### src/hdl/sgnf_pkg.sv
// ----------------------------------------------------------------------------
// sgnf_pkg: shared types, constants and kernel weights
// Sizes, widths, controller states and the Sobel weight table used by the
// normalised gradient filter and its divider.
// ----------------------------------------------------------------------------
package sgnf_pkg;

  localparam int MAX_WIDTH  = 1024;
  localparam int MAX_HEIGHT = 1024;
  localparam int MIN_SIZE   = 5;

  localparam int CFG_W      = 11;                  // widest register
  localparam int CNT_W      = 11;                  // position counters
  localparam int ADDR_W     = $clog2(MAX_WIDTH);   // line store column address
  localparam int LINES      = 4;                   // lines kept in the store
  localparam int WORD_W     = 8 * LINES;           // one column of all lines
  localparam int WIN        = 5;                   // window side
  localparam int WT_W       = 5;                   // signed weight
  localparam int PROD_W     = 14;                  // pixel times weight
  localparam int SUM_W      = 16;                  // row and total sums
  localparam int MAG_W      = 14;                  // divider operand width
  localparam int STEP_W     = $clog2(MAG_W + 1);

  // register indexes
  localparam logic [1:0] REG_IMAGE_WIDTH  = 2'd0;
  localparam logic [1:0] REG_IMAGE_HEIGHT = 2'd1;
  localparam logic [1:0] REG_KERNEL_SIZE  = 2'd2;
  localparam logic [1:0] REG_DIRECTION    = 2'd3;

  typedef enum logic [2:0] {
    ST_IDLE,
    ST_READ,
    ST_LOAD,
    ST_SUM_ROWS,
    ST_SUM_ALL,
    ST_DIV,
    ST_OUT
  } state_t;

  typedef struct packed {
    logic              start;
    logic [MAG_W-1:0]  dividend;
    logic [MAG_W-1:0]  divisor;
  } div_req_t;

  typedef struct packed {
    logic              done;
    logic [MAG_W-1:0]  quotient;
  } div_rsp_t;

  // Sobel weight at window tap (y, x); the 3x3 kernel sits in the lower right
  // corner, on the newest three lines and columns
  function automatic logic signed [WT_W-1:0] weight(input logic big, input logic vert,
                                                    input int y, input int x);
    int smooth;
    int grad;
    int a;
    int b;
    a = vert ? x : y;   // smoothing axis
    b = vert ? y : x;   // gradient axis
    smooth = 0;
    grad   = 0;
    if (big) begin
      unique case (a)
        0, 4:    smooth = 1;
        1, 3:    smooth = 2;
        default: smooth = 4;
      endcase
      unique case (b)
        0:       grad = -1;
        1:       grad = -2;
        3:       grad = 2;
        4:       grad = 1;
        default: grad = 0;
      endcase
    end else if (y >= 2 && x >= 2) begin
      smooth = (a == 3) ? 2 : 1;
      unique case (b)
        2:       grad = -1;
        4:       grad = 1;
        default: grad = 0;
      endcase
    end
    return WT_W'(smooth * grad);
  endfunction

  // clamp a size register to [MIN_SIZE, hi]
  function automatic logic [CNT_W-1:0] clamp_size(input logic [CFG_W-1:0] v,
                                                  input int hi);
    if (v < CFG_W'(MIN_SIZE)) return CNT_W'(MIN_SIZE);
    if (v > CFG_W'(hi)) return CNT_W'(hi);
    return CNT_W'(v);
  endfunction

endpackage

### src/hdl/sgnf_div.sv
// ----------------------------------------------------------------------------
// sgnf_div: iterative unsigned divider
// Restoring division, one quotient bit per cycle.
// ----------------------------------------------------------------------------
module sgnf_div (
  input  logic                clk,
  input  logic                rst,
  input  sgnf_pkg::div_req_t  req,
  output sgnf_pkg::div_rsp_t  rsp
);

  logic [sgnf_pkg::MAG_W:0]    rem;
  logic [sgnf_pkg::MAG_W-1:0]  quo;
  logic [sgnf_pkg::MAG_W-1:0]  dvs;
  logic [sgnf_pkg::STEP_W-1:0] steps;
  logic                        busy;
  logic                        done;
  logic [sgnf_pkg::MAG_W:0]    trial;

  assign trial = {rem[sgnf_pkg::MAG_W-1:0], quo[sgnf_pkg::MAG_W-1]};

  // run one restoring step per cycle
  always_ff @(posedge clk) begin
    if (rst) begin
      busy <= 1'b0;
      done <= 1'b0;
    end else begin
      done <= 1'b0;
      if (req.start) begin
        busy  <= 1'b1;
        rem   <= '0;
        quo   <= req.dividend;
        dvs   <= req.divisor;
        steps <= '0;
      end else if (busy) begin
        if (trial >= {1'b0, dvs}) begin
          rem <= trial - {1'b0, dvs};
          quo <= {quo[sgnf_pkg::MAG_W-2:0], 1'b1};
        end else begin
          rem <= trial;
          quo <= {quo[sgnf_pkg::MAG_W-2:0], 1'b0};
        end
        steps <= steps + 1'b1;
        if (steps == sgnf_pkg::STEP_W'(sgnf_pkg::MAG_W - 1)) begin
          busy <= 1'b0;
          done <= 1'b1;
        end
      end
    end
  end

  assign rsp.done     = done;
  assign rsp.quotient = quo;

endmodule

### config.mk
export PLATFORM = sky130hd
export DESIGN_NAME = sgnf_div
export DESIGN_NICKNAME = d
export VERILOG_FILES = /design/src/hdl/sgnf_pkg.sv /design/src/hdl/sgnf_div.sv
export SDC_FILE = /design/constraint.sdc
export NUM_CORES = 1
export LEC_CHECK = 0
export BUFFER_PORTS_ARGS = -buffer_cell sky130_fd_sc_hd__buf_2
export CAP_MARGIN = 15
export CORE_MARGIN = 2
export CORE_UTILIZATION = 56
export DETAILED_ROUTE_END_ITERATION = 12
export PLACE_DENSITY = 0.8
export SETUP_SLACK_MARGIN = 0.02
export SLEW_MARGIN = 20
export SYNTH_ARGS = -nofsm -noshare
export SYNTH_HDL_FRONTEND = slang
export SYNTH_SLANG_ARGS = --single-unit
export TNS_END_PERCENT = 10
### constraint.sdc
create_clock -name clk -period 3.36 [get_ports clk]
set_input_delay 0.168 -clock clk [delete_from_list [all_inputs] [get_ports clk]]
set_output_delay 0.168 -clock clk [all_outputs]
set_load 0.05 [all_outputs]
==> impl_metrics.env <==
export IMPL_synth_fa_ha_area_share_pct=8.65
export IMPL_antenna_found_initial=0
export IMPL_min_period_ns=2.77
export IMPL_vias=1797
export IMPL_htreeDepth=2
export IMPL_critPathKind="reg2reg"
export IMPL_drive_gt1_share_pct=26.6
export IMPL_nFillCells=354
export IMPL_area_growth_pct=15.1
export IMPL_hold_viol_final=0
export IMPL_cp_max_fo=19
export IMPL_drc=0
export IMPL_final_seq_area_um2=1420
export IMPL_yosysUniqueCellTypes=46
export IMPL_ys_warn_count=0
export IMPL_fp_dieW_um=73.3
export IMPL_fp_dieH_um=73.3
export IMPL_muxShareOfSynthArea_pct=9.16
export IMPL_crit_arrival_ns=2.82
export IMPL_finalCritPeriodShare_pct=82.4
export IMPL_antenna_left=0
export IMPL_skew_ns=0.00418
export IMPL_busiest_layer="met2"
export IMPL_cts_resized=0
export IMPL_dieArea_um2=5380
export IMPL_first_pass_iters=4
export IMPL_multiInputGateArea_um2=1140
export IMPL_clock_fmax_mhz=361
export IMPL_synth_top_family_by_area="simple AND/OR/NAND/NOR gates"
export IMPL_grt_usage_pct=20.4
export IMPL_initial_core_util_pct=57.4
export IMPL_ios=46
export IMPL_clockBufferDepth=2
export IMPL_synthXorXnorAreaFrac_pct=3.25
export IMPL_end_kind="register"
export IMPL_place_inst=324
export IMPL_nets=326
export IMPL_grt_max_degree=26
export IMPL_vdd_drop_max_mv=0.341
export IMPL_antenna_cells=0
export IMPL_yosysSeqAreaShare_pct=52.8
export IMPL_post_cts_setup_buffers=0
export IMPL_rows=25
export IMPL_setup_ws_ns=0.591
export IMPL_worstPathRequired_ns=3.41
export IMPL_synthSimpleGateAreaFrac_pct=10.6
export IMPL_pre_cts_ws_ns=0.580
export IMPL_path_clk_slew_ns=0.08
export IMPL_synth_edf_count=46
export IMPL_cts_hold_buffers=0
export IMPL_final_cell_area_um2=3100
export IMPL_routed_wl_mm=4.80
export IMPL_setup_viol=0
export IMPL_grt_pass1_vias=1859
export IMPL_post_synth_instance_area_um2=2690
export IMPL_clk_latency_ns=0.30
export IMPL_start_kind="register"
export IMPL_status="complete, no violations"
export IMPL_relSlewSlack_pct=48.9
export IMPL_use_met2_pct=33.3
export IMPL_total_power_uw=1630
export IMPL_yosysMostFrequentCell="edfxtp_1"
export IMPL_synth_seq_cells=48
export IMPL_synth_top_cells_by_count="edfxtp_1 (46), nor2_1 (27), inv_1 (21), ha_1 (17), nand2_1 (15)"
export IMPL_synth_ff_type="edfxtp_1"
export IMPL_cts_inserted_buffers=5
export IMPL_avgViaCountPerCell=5.41
export IMPL_hpwl_mm=3.51
export IMPL_synth_compound_area_share_pct=10.5
export IMPL_grtUsageMet1_pct=26.0
export IMPL_avgSynthCellArea_um2=11.7
export IMPL_worst_pin_slew_ns=0.764
export IMPL_drv_slew=0
export IMPL_power_density_nw_per_um2=526
export IMPL_clock_sinks=48
export IMPL_maxCapViolations=0
export IMPL_io_buffers=45
export IMPL_grtUsageMet3_pct=4.80
export IMPL_place_area_um2=2960
export IMPL_coreArea_um2=4690
export IMPL_cts_tree="yes"
export IMPL_synthTopCellsByArea="edfxtp_1 (51%), ha_1 (7.9%), mux2_2 (5.4%)"
export IMPL_yosys_area_top_type="edfxtp_1"
export IMPL_fin_tns_setup_ns=0
export IMPL_async_flop_share_pct=0
export IMPL_syn_inst=231
export IMPL_overflow=0
export IMPL_grt_pass1_wl_mm=8.20
export IMPL_worstHoldPathType="in2reg"
export IMPL_rsz0062_at_grt="false"
export IMPL_fin_cells=332
export IMPL_syn_nets=280
export IMPL_drtIter0Drc=59
export IMPL_leakage_uw=0.00129
export IMPL_post_drt_wl_per_cell_um=14.5
export IMPL_yosysTopAreaCellShare_pct=51.3
export IMPL_cts_root_buf="clkbuf_8"
export IMPL_gp_congestion=0.849
## placed cells by master (no fill, tap or decap), drive strengths merged, types with 2 or more instances in the layout
cell type,n
mux2i,10
a21oi,13
xnor2,6
a311oi,2
nor2b,4
mux2,13
nor3,2
nor2,27
o211ai,3
xor2,4
nand2,15
a211oi,2
a41oi,2
bufinv,2
buf,48
inv,21
dfxtp,2
o21ai,6
clkbuf,6
o31ai,2
nand3,4
ha,17
edfxtp,46
nand2b,3
and3,3
## metal layers
layer	share of wire [%]	wire length, µm
met5	0	0
met4	1.9	90
met3	4.6	222
met2	49	2340
met1	45	2150
## flip-flops by register name (all words and copies together), names as in the netlist
name / cells
busy: 1
done: 1
rem: 14
quo: 14
dvs: 14
steps: 4
## worst max-delay path, stage by stage, from the launching register on
cell and delay (ns):
edfxtp_1 0.41, ha_1 0.41, a41oi_1 0.24, nand2_1 0.07, a31oi_1 0.23, o21ai_2 0.11, a41oi_4 0.68, mux2i_1 0.29
nor2_1 0.06
## area by class of cell
type                       count  share of cell area (%)
multi-input combinational    153                    36.7
clock inverter                 2                    1.94
clock buffer                   6                    2.34
tap                           54                    2.18
inverter                      21                    2.55
sequential                    48                    45.9
timing repair buffer          48                    8.40
## stage by stage
step	utilization [%]	hold WS [ns]
detailed placement	63.2	0.347
floorplan	-	0.241
CTS	66.0	0.0282
finish	66.0	0.0357
global placement	63.2	0.345
global route	66.0	0.0174
## kinds of logic (layout without fill, tap and decap cells)
group | Yosys count | in the layout
adders and majority gates | 18 | 18
buffers and inverters | 30 | 77
DFF | 48 | 48
muxes | 23 | 23
AOI/OAI and AO/OA | 39 | 39
xor gates and xnor gates | 10 | 10
and+or+nand+nor | 63 | 63
## path summary, 6_finish.rpt
| check | startpoint | endpoint | slack (ns) | depth (start not counted) |
|---|---|---|---|---|
| max | rem[7] | rem[5] | 0.59 | 8 |
| min | req[6] | dvs[6] | 0.04 | 1 |
| max reg2reg | rem[7] | rem[5] | 0.59 | 8 |
| min reg2reg | busy | done | 0.50 | 1 |
## power breakdown
| group | switching, µW | leakage, µW | internal, µW | total [µW] |
|---|---|---|---|---|
| Clock | 188 | 0.0000654 | 297 | 486 |
| Combinational | 235 | 0.000768 | 167 | 402 |
| Sequential | 23.2 | 0.000457 | 717 | 740 |
(Power assumes the default switching activity.)
